**src/sv/csb_pkg.sv**
```systemverilog
// Shared types, codes and defaults for the counting semaphore bank.
package csb_pkg;

   localparam int DEF_NUM_SEMAPHORES = 16;
   localparam int DEF_WAIT_DEPTH     = 8;
   localparam int DEF_THREAD_ID_BITS = 8;

   localparam logic [2:0] CMD_INIT     = 3'd0;
   localparam logic [2:0] CMD_WAIT     = 3'd1;
   localparam logic [2:0] CMD_POST     = 3'd2;
   localparam logic [2:0] CMD_TRYWAIT  = 3'd3;
   localparam logic [2:0] CMD_GETVALUE = 3'd4;
   localparam logic [2:0] CMD_RELEASE  = 3'd5;

   localparam logic [2:0] ST_OK          = 3'd0;
   localparam logic [2:0] ST_BLOCKED     = 3'd1;
   localparam logic [2:0] ST_WOULD_BLOCK = 3'd2;
   localparam logic [2:0] ST_INVALID     = 3'd3;
   localparam logic [2:0] ST_QFULL       = 3'd4;
   localparam logic [2:0] ST_SATURATED   = 3'd5;

   localparam logic [15:0] COUNT_MAX = 16'hFFFF;

   typedef enum logic [2:0] {
      OP_INIT,
      OP_WAIT,
      OP_POST,
      OP_TRYWAIT,
      OP_GETVALUE,
      OP_RELEASE,
      OP_REJECT
   } op_type;

   typedef struct packed {
      op_type      op;
      logic [3:0]  sem_index;
      logic [7:0]  caller_id;
      logic [15:0] init_value;
   } item_type;

endpackage

```
**src/sv/csb_ram.sv**
```systemverilog
// Generic single-write, single-read RAM with registered read data.
module csb_ram #(
   parameter int WIDTH = 8,
   parameter int DEPTH = 128
) (
   input  logic                                clock,
   input  logic                                wr_en,
   input  logic [(DEPTH > 1 ? $clog2(DEPTH) : 1)-1:0] wr_addr,
   input  logic [WIDTH-1:0]                    wr_data,
   input  logic                                rd_en,
   input  logic [(DEPTH > 1 ? $clog2(DEPTH) : 1)-1:0] rd_addr,
   output logic [WIDTH-1:0]                    rd_data
);

   logic [WIDTH-1:0] mem_ff [DEPTH];
   logic [WIDTH-1:0] rd_data_ff;

   always_ff @(posedge clock) begin
      if (wr_en) begin
         mem_ff[wr_addr] <= wr_data;
      end
      if (rd_en) begin
         rd_data_ff <= mem_ff[rd_addr];
      end
   end

   assign rd_data = rd_data_ff;

endmodule

```
**src/sv/csb_front.sv**
```systemverilog
// Front end: accepts request transactions, classifies them, queues them for the back end.
module csb_front #(
   parameter int NUM_SEMAPHORES = csb_pkg::DEF_NUM_SEMAPHORES
) (
   input  logic              clock,
   input  logic              reset,
   input  logic              req_valid,
   output logic              req_stall,
   input  logic [2:0]        req_command,
   input  logic [3:0]        req_sem_index,
   input  logic [7:0]        req_caller_id,
   input  logic [15:0]       req_init_value,
   output logic              q_valid,
   output csb_pkg::item_type q_item,
   input  logic              q_pop
);

   localparam int QDEPTH = 2;

   csb_pkg::item_type entry_ff [QDEPTH];
   logic              wr_ptr_ff, wr_ptr_in;
   logic              rd_ptr_ff, rd_ptr_in;
   logic [1:0]        fill_ff, fill_in;
   csb_pkg::item_type new_item;
   logic              push;
   logic              pop;

   always_comb begin
      new_item.sem_index  = req_sem_index;
      new_item.caller_id  = req_caller_id;
      new_item.init_value = req_init_value;
      unique case (req_command)
         csb_pkg::CMD_INIT:     new_item.op = csb_pkg::OP_INIT;
         csb_pkg::CMD_WAIT:     new_item.op = csb_pkg::OP_WAIT;
         csb_pkg::CMD_POST:     new_item.op = csb_pkg::OP_POST;
         csb_pkg::CMD_TRYWAIT:  new_item.op = csb_pkg::OP_TRYWAIT;
         csb_pkg::CMD_GETVALUE: new_item.op = csb_pkg::OP_GETVALUE;
         csb_pkg::CMD_RELEASE:  new_item.op = csb_pkg::OP_RELEASE;
         default:               new_item.op = csb_pkg::OP_REJECT;
      endcase
      // out-of-range slot is rejected regardless of command
      if (32'(req_sem_index) >= NUM_SEMAPHORES) begin
         new_item.op = csb_pkg::OP_REJECT;
      end
   end

   assign req_stall = (fill_ff == 2'(QDEPTH));
   assign push      = req_valid && !req_stall;
   assign q_valid   = (fill_ff != 2'd0);
   assign pop       = q_pop && q_valid;
   assign q_item    = entry_ff[rd_ptr_ff];

   always_comb begin
      wr_ptr_in = push ? ~wr_ptr_ff : wr_ptr_ff;
      rd_ptr_in = pop ? ~rd_ptr_ff : rd_ptr_ff;
      fill_in   = fill_ff + 2'(push) - 2'(pop);
   end

   always_ff @(posedge clock) begin
      if (reset) begin
         wr_ptr_ff <= 1'b0;
         rd_ptr_ff <= 1'b0;
         fill_ff   <= 2'd0;
      end else begin
         wr_ptr_ff <= wr_ptr_in;
         rd_ptr_ff <= rd_ptr_in;
         fill_ff   <= fill_in;
      end
   end

   always_ff @(posedge clock) begin
      if (push) begin
         entry_ff[wr_ptr_ff] <= new_item;
      end
   end

endmodule

```
**src/sv/csb_back.sv**
```systemverilog
// Back end: executes queued commands against the slot state and waiter RAM.
module csb_back #(
   parameter int NUM_SEMAPHORES = csb_pkg::DEF_NUM_SEMAPHORES,
   parameter int WAIT_DEPTH     = csb_pkg::DEF_WAIT_DEPTH,
   parameter int THREAD_ID_BITS = csb_pkg::DEF_THREAD_ID_BITS
) (
   input  logic              clock,
   input  logic              reset,
   input  logic              q_valid,
   input  csb_pkg::item_type q_item,
   output logic              q_pop,
   output logic              rsp_valid,
   input  logic              rsp_stall,
   output logic [2:0]        rsp_status,
   output logic [15:0]       rsp_count_value,
   output logic              rsp_woken_valid,
   output logic [7:0]        rsp_woken_thread
);

   localparam int SB    = (NUM_SEMAPHORES > 1) ? $clog2(NUM_SEMAPHORES) : 1;
   localparam int QB    = (WAIT_DEPTH > 1) ? $clog2(WAIT_DEPTH) : 1;
   localparam int FB    = $clog2(WAIT_DEPTH + 1);
   localparam int TB    = THREAD_ID_BITS;
   localparam int DEPTH = NUM_SEMAPHORES * (1 << QB);
   localparam int AB    = SB + QB;

   typedef enum logic [1:0] {
      BK_EXEC = 2'b01,
      BK_WAKE = 2'b10
   } back_state_type;

   back_state_type state_ff, state_in;

   logic          valid_ff [NUM_SEMAPHORES];
   logic [15:0]   count_ff [NUM_SEMAPHORES];
   logic [QB-1:0] head_ff  [NUM_SEMAPHORES];
   logic [FB-1:0] fill_ff  [NUM_SEMAPHORES];

   logic          rsp_valid_ff, rsp_valid_in;
   logic [2:0]    rsp_status_ff;
   logic [15:0]   rsp_count_ff;
   logic          rsp_woken_valid_ff;
   logic [7:0]    rsp_woken_thread_ff;
   logic [2:0]    pend_status_ff;
   logic [15:0]   pend_count_ff;

   logic [SB-1:0] s;
   logic          cur_valid;
   logic [15:0]   cur_cnt;
   logic [QB-1:0] cur_head;
   logic [FB-1:0] cur_fill;
   logic          valid_in;
   logic [15:0]   cnt_in;
   logic [QB-1:0] head_in;
   logic [FB-1:0] fill_in;
   logic          upd;
   logic          out_free;
   logic          exec;
   logic          go_wake;
   logic          load_res;
   logic [2:0]    res_status;
   logic [15:0]   res_count;
   logic [QB+1:0] tail_sum;
   logic [QB-1:0] tail;
   logic [QB-1:0] head_next;
   logic          wr_en;
   logic          rd_en;
   logic [AB-1:0] wr_addr;
   logic [AB-1:0] rd_addr;
   logic [TB-1:0] wr_data;
   logic [TB-1:0] rd_data;

   assign out_free = !rsp_valid_ff || !rsp_stall;
   assign exec     = (state_ff == BK_EXEC) && q_valid && out_free;
   assign q_pop    = exec;

   assign s         = SB'(q_item.sem_index);
   assign cur_valid = valid_ff[s];
   assign cur_cnt   = count_ff[s];
   assign cur_head  = head_ff[s];
   assign cur_fill  = fill_ff[s];

   always_comb begin
      tail_sum = (QB+2)'(cur_head) + (QB+2)'(cur_fill);
      if (tail_sum >= (QB+2)'(WAIT_DEPTH)) begin
         tail_sum = tail_sum - (QB+2)'(WAIT_DEPTH);
      end
      tail      = QB'(tail_sum);
      head_next = (cur_head == QB'(WAIT_DEPTH - 1)) ? '0 : cur_head + QB'(1);
   end

   assign wr_addr = {s, tail};
   assign rd_addr = {s, cur_head};
   assign wr_data = TB'(q_item.caller_id);

   always_comb begin
      upd        = 1'b0;
      valid_in   = cur_valid;
      cnt_in     = cur_cnt;
      head_in    = cur_head;
      fill_in    = cur_fill;
      wr_en      = 1'b0;
      rd_en      = 1'b0;
      go_wake    = 1'b0;
      res_status = csb_pkg::ST_INVALID;
      res_count  = '0;
      if (exec && q_item.op != csb_pkg::OP_REJECT &&
          (q_item.op == csb_pkg::OP_INIT || cur_valid)) begin
         upd        = 1'b1;
         res_status = csb_pkg::ST_OK;
         unique case (q_item.op)
            csb_pkg::OP_INIT: begin
               valid_in = 1'b1;
               cnt_in   = q_item.init_value;
               head_in  = '0;
               fill_in  = '0;
            end
            csb_pkg::OP_WAIT: begin
               if (cur_cnt != 16'd0) begin
                  cnt_in = cur_cnt - 16'd1;
               end else if (cur_fill == FB'(WAIT_DEPTH)) begin
                  res_status = csb_pkg::ST_QFULL;
               end else begin
                  wr_en      = 1'b1;
                  fill_in    = cur_fill + FB'(1);
                  res_status = csb_pkg::ST_BLOCKED;
               end
            end
            csb_pkg::OP_POST: begin
               if (cur_cnt == csb_pkg::COUNT_MAX) begin
                  res_status = csb_pkg::ST_SATURATED;
               end else begin
                  cnt_in = cur_cnt + 16'd1;
               end
               if (cur_fill != '0) begin
                  rd_en   = 1'b1;
                  go_wake = 1'b1;
                  head_in = head_next;
                  fill_in = cur_fill - FB'(1);
               end
            end
            csb_pkg::OP_TRYWAIT: begin
               if (cur_cnt == 16'd0) begin
                  res_status = csb_pkg::ST_WOULD_BLOCK;
               end else begin
                  cnt_in = cur_cnt - 16'd1;
               end
            end
            csb_pkg::OP_RELEASE: begin
               valid_in = 1'b0;
               cnt_in   = '0;
               head_in  = '0;
               fill_in  = '0;
            end
            default: begin
            end
         endcase
         res_count = cnt_in;
      end
   end

   // waiter id comes back from the registered RAM read in the cycle after a post
   assign load_res = (exec && !go_wake) || (state_ff == BK_WAKE);

   always_comb begin
      unique case (state_ff)
         BK_EXEC: state_in = go_wake ? BK_WAKE : BK_EXEC;
         BK_WAKE: state_in = BK_EXEC;
         default: state_in = BK_EXEC;
      endcase
      if (load_res) begin
         rsp_valid_in = 1'b1;
      end else if (!rsp_stall) begin
         rsp_valid_in = 1'b0;
      end else begin
         rsp_valid_in = rsp_valid_ff;
      end
   end

   always_ff @(posedge clock) begin
      if (reset) begin
         state_ff     <= BK_EXEC;
         rsp_valid_ff <= 1'b0;
         for (int i = 0; i < NUM_SEMAPHORES; i++) begin
            valid_ff[i] <= 1'b0;
            count_ff[i] <= '0;
            head_ff[i]  <= '0;
            fill_ff[i]  <= '0;
         end
      end else begin
         state_ff     <= state_in;
         rsp_valid_ff <= rsp_valid_in;
         if (upd) begin
            valid_ff[s] <= valid_in;
            count_ff[s] <= cnt_in;
            head_ff[s]  <= head_in;
            fill_ff[s]  <= fill_in;
         end
      end
   end

   always_ff @(posedge clock) begin
      if (go_wake) begin
         pend_status_ff <= res_status;
         pend_count_ff  <= res_count;
      end
      if (state_ff == BK_WAKE) begin
         rsp_status_ff       <= pend_status_ff;
         rsp_count_ff        <= pend_count_ff;
         rsp_woken_valid_ff  <= 1'b1;
         rsp_woken_thread_ff <= 8'(rd_data);
      end else if (load_res) begin
         rsp_status_ff       <= res_status;
         rsp_count_ff        <= res_count;
         rsp_woken_valid_ff  <= 1'b0;
         rsp_woken_thread_ff <= '0;
      end
   end

   csb_ram #(
      .WIDTH (TB),
      .DEPTH (DEPTH)
   ) u_waiters (
      .clock   (clock),
      .wr_en   (wr_en),
      .wr_addr (wr_addr),
      .wr_data (wr_data),
      .rd_en   (rd_en),
      .rd_addr (rd_addr),
      .rd_data (rd_data)
   );

   assign rsp_valid        = rsp_valid_ff;
   assign rsp_status       = rsp_status_ff;
   assign rsp_count_value  = rsp_count_ff;
   assign rsp_woken_valid  = rsp_woken_valid_ff;
   assign rsp_woken_thread = rsp_woken_thread_ff;

endmodule

```
**src/sv/counting_semaphore_bank.sv**
```systemverilog
// Top level of the counting semaphore bank: front end, command queue, back end.
// rsp_valid is registered in the back end, behind the command queue; a post that wakes
// a waiter also passes through the registered waiter RAM read before it responds.
// Throughput: one transaction per cycle unless stalled; a waking post adds BK_WAKE.
// Reset (synchronous): all slots invalid with zero count and empty wait queue;
// the waiter RAM is not cleared, entries are only read after being written.
module counting_semaphore_bank #(
   parameter int NUM_SEMAPHORES = csb_pkg::DEF_NUM_SEMAPHORES,
   parameter int WAIT_DEPTH     = csb_pkg::DEF_WAIT_DEPTH,
   parameter int THREAD_ID_BITS = csb_pkg::DEF_THREAD_ID_BITS
) (
   input  logic        clock,
   input  logic        reset,
   input  logic        req_valid,
   output logic        req_stall,
   input  logic [2:0]  req_command,
   input  logic [3:0]  req_sem_index,
   input  logic [7:0]  req_caller_id,
   input  logic [15:0] req_init_value,
   output logic        rsp_valid,
   input  logic        rsp_stall,
   output logic [2:0]  rsp_status,
   output logic [15:0] rsp_count_value,
   output logic        rsp_woken_valid,
   output logic [7:0]  rsp_woken_thread
);

   logic              q_valid;
   logic              q_pop;
   csb_pkg::item_type q_item;

   csb_front #(
      .NUM_SEMAPHORES (NUM_SEMAPHORES)
   ) u_front (
      .clock          (clock),
      .reset          (reset),
      .req_valid      (req_valid),
      .req_stall      (req_stall),
      .req_command    (req_command),
      .req_sem_index  (req_sem_index),
      .req_caller_id  (req_caller_id),
      .req_init_value (req_init_value),
      .q_valid        (q_valid),
      .q_item         (q_item),
      .q_pop          (q_pop)
   );

   csb_back #(
      .NUM_SEMAPHORES (NUM_SEMAPHORES),
      .WAIT_DEPTH     (WAIT_DEPTH),
      .THREAD_ID_BITS (THREAD_ID_BITS)
   ) u_back (
      .clock            (clock),
      .reset            (reset),
      .q_valid          (q_valid),
      .q_item           (q_item),
      .q_pop            (q_pop),
      .rsp_valid        (rsp_valid),
      .rsp_stall        (rsp_stall),
      .rsp_status       (rsp_status),
      .rsp_count_value  (rsp_count_value),
      .rsp_woken_valid  (rsp_woken_valid),
      .rsp_woken_thread (rsp_woken_thread)
   );

endmodule

```
**config.mk**
```make
export PLATFORM = sky130hd
export DESIGN_NAME = counting_semaphore_bank
export DESIGN_NICKNAME = d
export VERILOG_FILES = /design/src/sv/csb_pkg.sv /design/src/sv/csb_ram.sv /design/src/sv/csb_front.sv /design/src/sv/csb_back.sv /design/src/sv/counting_semaphore_bank.sv
export SDC_FILE = /design/constraint.sdc
export NUM_CORES = 2
export LEC_CHECK = 0
export ABC_CLOCK_PERIOD_IN_PS = 6300
export BUFFER_PORTS_ARGS = -buffer_cell sky130_fd_sc_hd__buf_4
export CAP_MARGIN = 20
export CORE_ASPECT_RATIO = 1.25
export CORE_MARGIN = 2
export CORE_UTILIZATION = 60
export DETAILED_ROUTE_END_ITERATION = 6
export GPL_ROUTABILITY_DRIVEN = 0
export PLACE_DENSITY = 0.76
export SLEW_MARGIN = 20
export SYNTH_ARGS = -nofsm -noshare
export SYNTH_HDL_FRONTEND = slang
export SYNTH_SLANG_ARGS = --single-unit
```
**constraint.sdc**
```tcl
create_clock -name clock -period 6.3 [get_ports clock]
set_input_delay 0 -clock clock [delete_from_list [all_inputs] [get_ports clock]]
set_output_delay 0 -clock clock [all_outputs]
set_load 0.05 [all_outputs]
```
==> metrics.md <==
| Metric | Value |
|---|---|
| Global route overflow | 0 |
| Total CTS buffers | 143 |
| Vias | 37100 |
| Total GRT Usage | 31.4% |
| FF-to-FF End | u_back.count_ff[0][3] |
| Clock sinks | 1533 |
| Share of the synthesized area in the top cell type | 72.8% |
| Pre-CTS setup slack | 0.726 ns |
| First-pass DRT Iterations | 7 |
| WHS Path Cells | 3 |
| CP endpoint kind | flop |
| Pins Over Slew Limit | 0 |
| Initial core utilization | 60.6% |
| Post-CTS setup buffer count | 0 |
| Row cnt | 132 |
| CP peak stage delay | 0.92 ns |
| Worst-path clk slew | 0.06 ns |
| Seq/Total Area, Yosys | 73.1% |
| Cell seen most often among critical-path stages | buf_4 |
| Distinct cell type count after synthesis | 90 |
| Cell Pwr Density | 455 mW/mm² |
| Ranking of synthesized cells by area | edfxtp_1 (73%), mux4_2 (6.7%), mux2i_1 (4.4%), nor2_1 (3.3%), a221oi_1 (1.8%) |
| Num ports | 65 |
| DRT Wirelength | 168000 µm |
| Hold EP | u_front.entry_ff[1][28] |
| Max clock buf depth | 3 |
| Final Critical Period | 5.79 ns |
| Most common cell in the synthesized netlist | edfxtp_1 |
| RSZ-0062 raised after global routing | no |
| Dpl hpwl | 104000 µm |
| Later-pin clock latency in the skew report | 0.79 ns |
| Static leakage | 22.5 nW |
| Die ar. | 0.107 mm² |
| Hold Startpoint | req_command[2] |
| Number of global-route vias before repair | 37000 |
| H-tree levels | 4 |
| Ys async rst share | 0% |
| Critical Path AT | 6.28 ns |
| # DRC | 0 |
| Post-Syn Instances | 3786 |
| Vias per cell | 6.87 |
| Warnings from Yosys | 0 |
| Core ar. | 0.104 mm² |
| Final Hold Fails | 0 |
| Worst-path cell chain | buf_4 > nor3_4 > buf_4 > o21ai_0 > a41oi_1 > nand4b_2 > nand4_1 > nor4_2 > o21bai_1 > nand3_1 > a311o_1 > nor2_1 |
| R2R depth | 12 |
| Die X | 293 µm |
| First-pass GRT wire length | 244000 µm |
| Die Span Y | 366 µm |
| Synth-to-Final Area Change | 12.1% |
| Achievable frequency | 173 MHz |
| FF+latch count, synth | 1533 |
| Final net count | 3990 |
| CTS tree | yes |
| Worst Skew | 0.0238 ns |
| Final setup fails | 0 |
| Maximum vdd drop | 377 µV |
| Crit Path Class | flop to flop |
| CTS resizes | 0 |
| Final worst path period share | 92.0% |
| Setup TNS | 0 ns |
| Cell area after synthesis | 0.0628 mm² |
| CP required | 6.79 ns |
| Synthesized area per cell | 16.6 µm² |
| Synth Net Count | 3832 |
| Most used DFF post-synth | edfxtp_1 |
| Share of layout cells above drive strength 1 | 16.8% |
| EDFF count, synth | 1524 |
| Least-Margin Pin Slew | 1.13 ns |
| Fill count | 6663 |
| Critical path startpoint category | flop |
| First DRT Iteration DRCs | 4899 |
| ANT nets after route | 0 |
| Largest net degree at the start of global routing | 132 |
| CTS Hold Buffers Added | 66 |
| Area leader, netlist | edfxtp_1 |
| Setup WS post-layout | 0.506 ns |
| Clk root buf | clkbuf_16 |
| Setup slack, reg-to-reg | 0.51 ns |
| Status | finished, final reports clean |
| IO buf count | 64 |
| Ant diodes | 0 |
| Critical Path Fanout Max | 30 |
| Critical path's slowest cell | nor3_4 |
| Synth top cells by count | edfxtp_1 (1524), nor2_1 (547), mux2i_1 (275) |
| Initial antenna violation count | 1 |
| Worst Hold Class | primary input to flop |
| Max Cap Viol | 0 |
| Slew margin rel. | 24.4% |
| Wire per inst | 31.2 µm |
report_power, final:
part | total, W | switching (W) | internal [W]
sequential | 0.0124 | 0.000133 | 0.0123
combinational | 0.0111 | 0.00753 | 0.00357
clock | 0.00853 | 0.00376 | 0.00476
total | 0.0321 | 0.0114 | 0.0206
per-stage QoR:
step | hold WS (ns) | power, W | utilization (%) | std cells | area [µm²]
2_1_floorplan | 0.0716 | 0.0196 | - | 3786 | 62800
5_1_grt | 0.139 | 0.0329 | 67.9 | 5399 | 70400
3_5_place_dp | 0.189 | 0.0234 | 62.9 | 5073 | 65200
3_3_place_gp | 0.188 | 0.0233 | 62.9 | 5073 | 65200
6_report | 0.123 | 0.0321 | 67.9 | 5399 | 70400
4_1_cts | 0.0964 | 0.0319 | 67.9 | 5399 | 70400
per-layer routing:
| layer | global-route usage, % | vias up | wire (µm) |
|---|---|---|---|
| met2 | 51.7 | 2453 | 83000 |
| li1 | - | 15400 | - |
| met4 | 20.4 | 0 | 12800 |
| met5 | 0 | - | 0 |
| met1 | 37.8 | 18600 | 56900 |
| met3 | 6.50 | 640 | 15600 |
state kept, by name, summed over array words and instances, names as in the netlist, named ones only:
| name | flops |
|---|---|
| u_front.fill_ff | 2 |
| u_back.rsp_valid | 1 |
| u_front.rd_ptr_ff | 1 |
| u_back.rsp_status | 3 |
| u_back.pend_status_ff | 3 |
| u_front.wr_ptr_ff | 1 |
| u_back.rsp_count_value | 16 |
| u_back.rsp_woken_valid | 1 |
| u_front.entry_ff | 62 |
| u_back.valid_ff | 16 |
| u_back.count_ff | 256 |
| u_back.u_waiters.mem_ff | 1024 |
| u_back.pend_count_ff | 16 |
| u_back.rsp_woken_thread | 8 |
| u_back.head_ff | 48 |
| u_back.u_waiters.rd_data | 8 |
| u_back.state_ff | 2 |
| u_back.fill_ff | 64 |
cell type report:
type                            instances  area, µm²  area share (%)
Inverter                               25       93.8           0.133
Tap cell                             1340       1680            2.38
Timing Repair Buffer                  277       2390            3.40
Multi-Input combinational cell       1964      15800            22.4
Sequential cell                      1533      45900            65.2
Clock inverter                         85        813            1.15
Clock buffer                          175       3750            5.32
worst max-delay path by stage:
stage / start / endpoint / slack (ns) / cells past startpoint
floorplan: flop / u_back.u_waiters.mem_ff[64][0] / 1.45 / 17
global placement: flop / u_back.u_waiters.rd_data[6] / 0.82 / 12
detailed placement: flop / u_back.count_ff[0][3] / 0.73 / 12
CTS: flop / u_back.u_waiters.rd_data[4] / 0.67 / 12
global route: flop / u_back.rsp_count_value[3] / 0.28 / 12
finish: flop / u_back.count_ff[0][3] / 0.51 / 12
logic make-up (layout without fill, tap and decap cells):
group | count (synthesis) | count (layout) | share of synthesized area (%)
buf+inv | 289 | 562 | 2.02
simple gates | 889 | 889 | 6.57
flops | 1533 | 1533 | 73.1
fa+ha+maj | 11 | 11 | 0.231
compound gates | 580 | 580 | 6.64
mux | 475 | 475 | 11.3
xor+xnor | 9 | 9 | 0.125
worst max-delay path: cells and delay by family (launching register included):
family                 cells  cell delay (ns)
AOI/OAI and AO/OA          4             1.55
buffers and inverters      2             0.72
DFF                        1             0.44
and+or+nand+nor            6             2.75
cell usage in the layout (no fill, tap or decap), types with 7 or more instances in the layout:
master / instances
a21oi_1: 23
a221oi_1: 129
a22oi_1: 100
a31oi_1: 11
a41o_1: 14
a41oi_1: 28
and2_1: 13
and4b_1: 12
buf_12: 12
buf_4: 199
bufinv_16: 12
clkbuf_1: 29
clkbuf_16: 145
clkinv_1: 31
clkinv_2: 20
clkinvlp_4: 8
dfxtp_1: 8
dlygate4sd3_1: 66
edfxtp_1: 1524
ha_1: 10
inv_1: 24
inv_6: 7
mux2_4: 9
mux2i_1: 275
mux4_2: 186
nand2_1: 113
nand2_2: 8
nand2b_1: 23
nand3_1: 36
nor2_1: 540
nor2b_1: 23
nor3_1: 7
nor4_1: 38
o211ai_1: 38
o21ai_0: 166
xnor2_1: 7
Power figures use the tool's default switching activity.
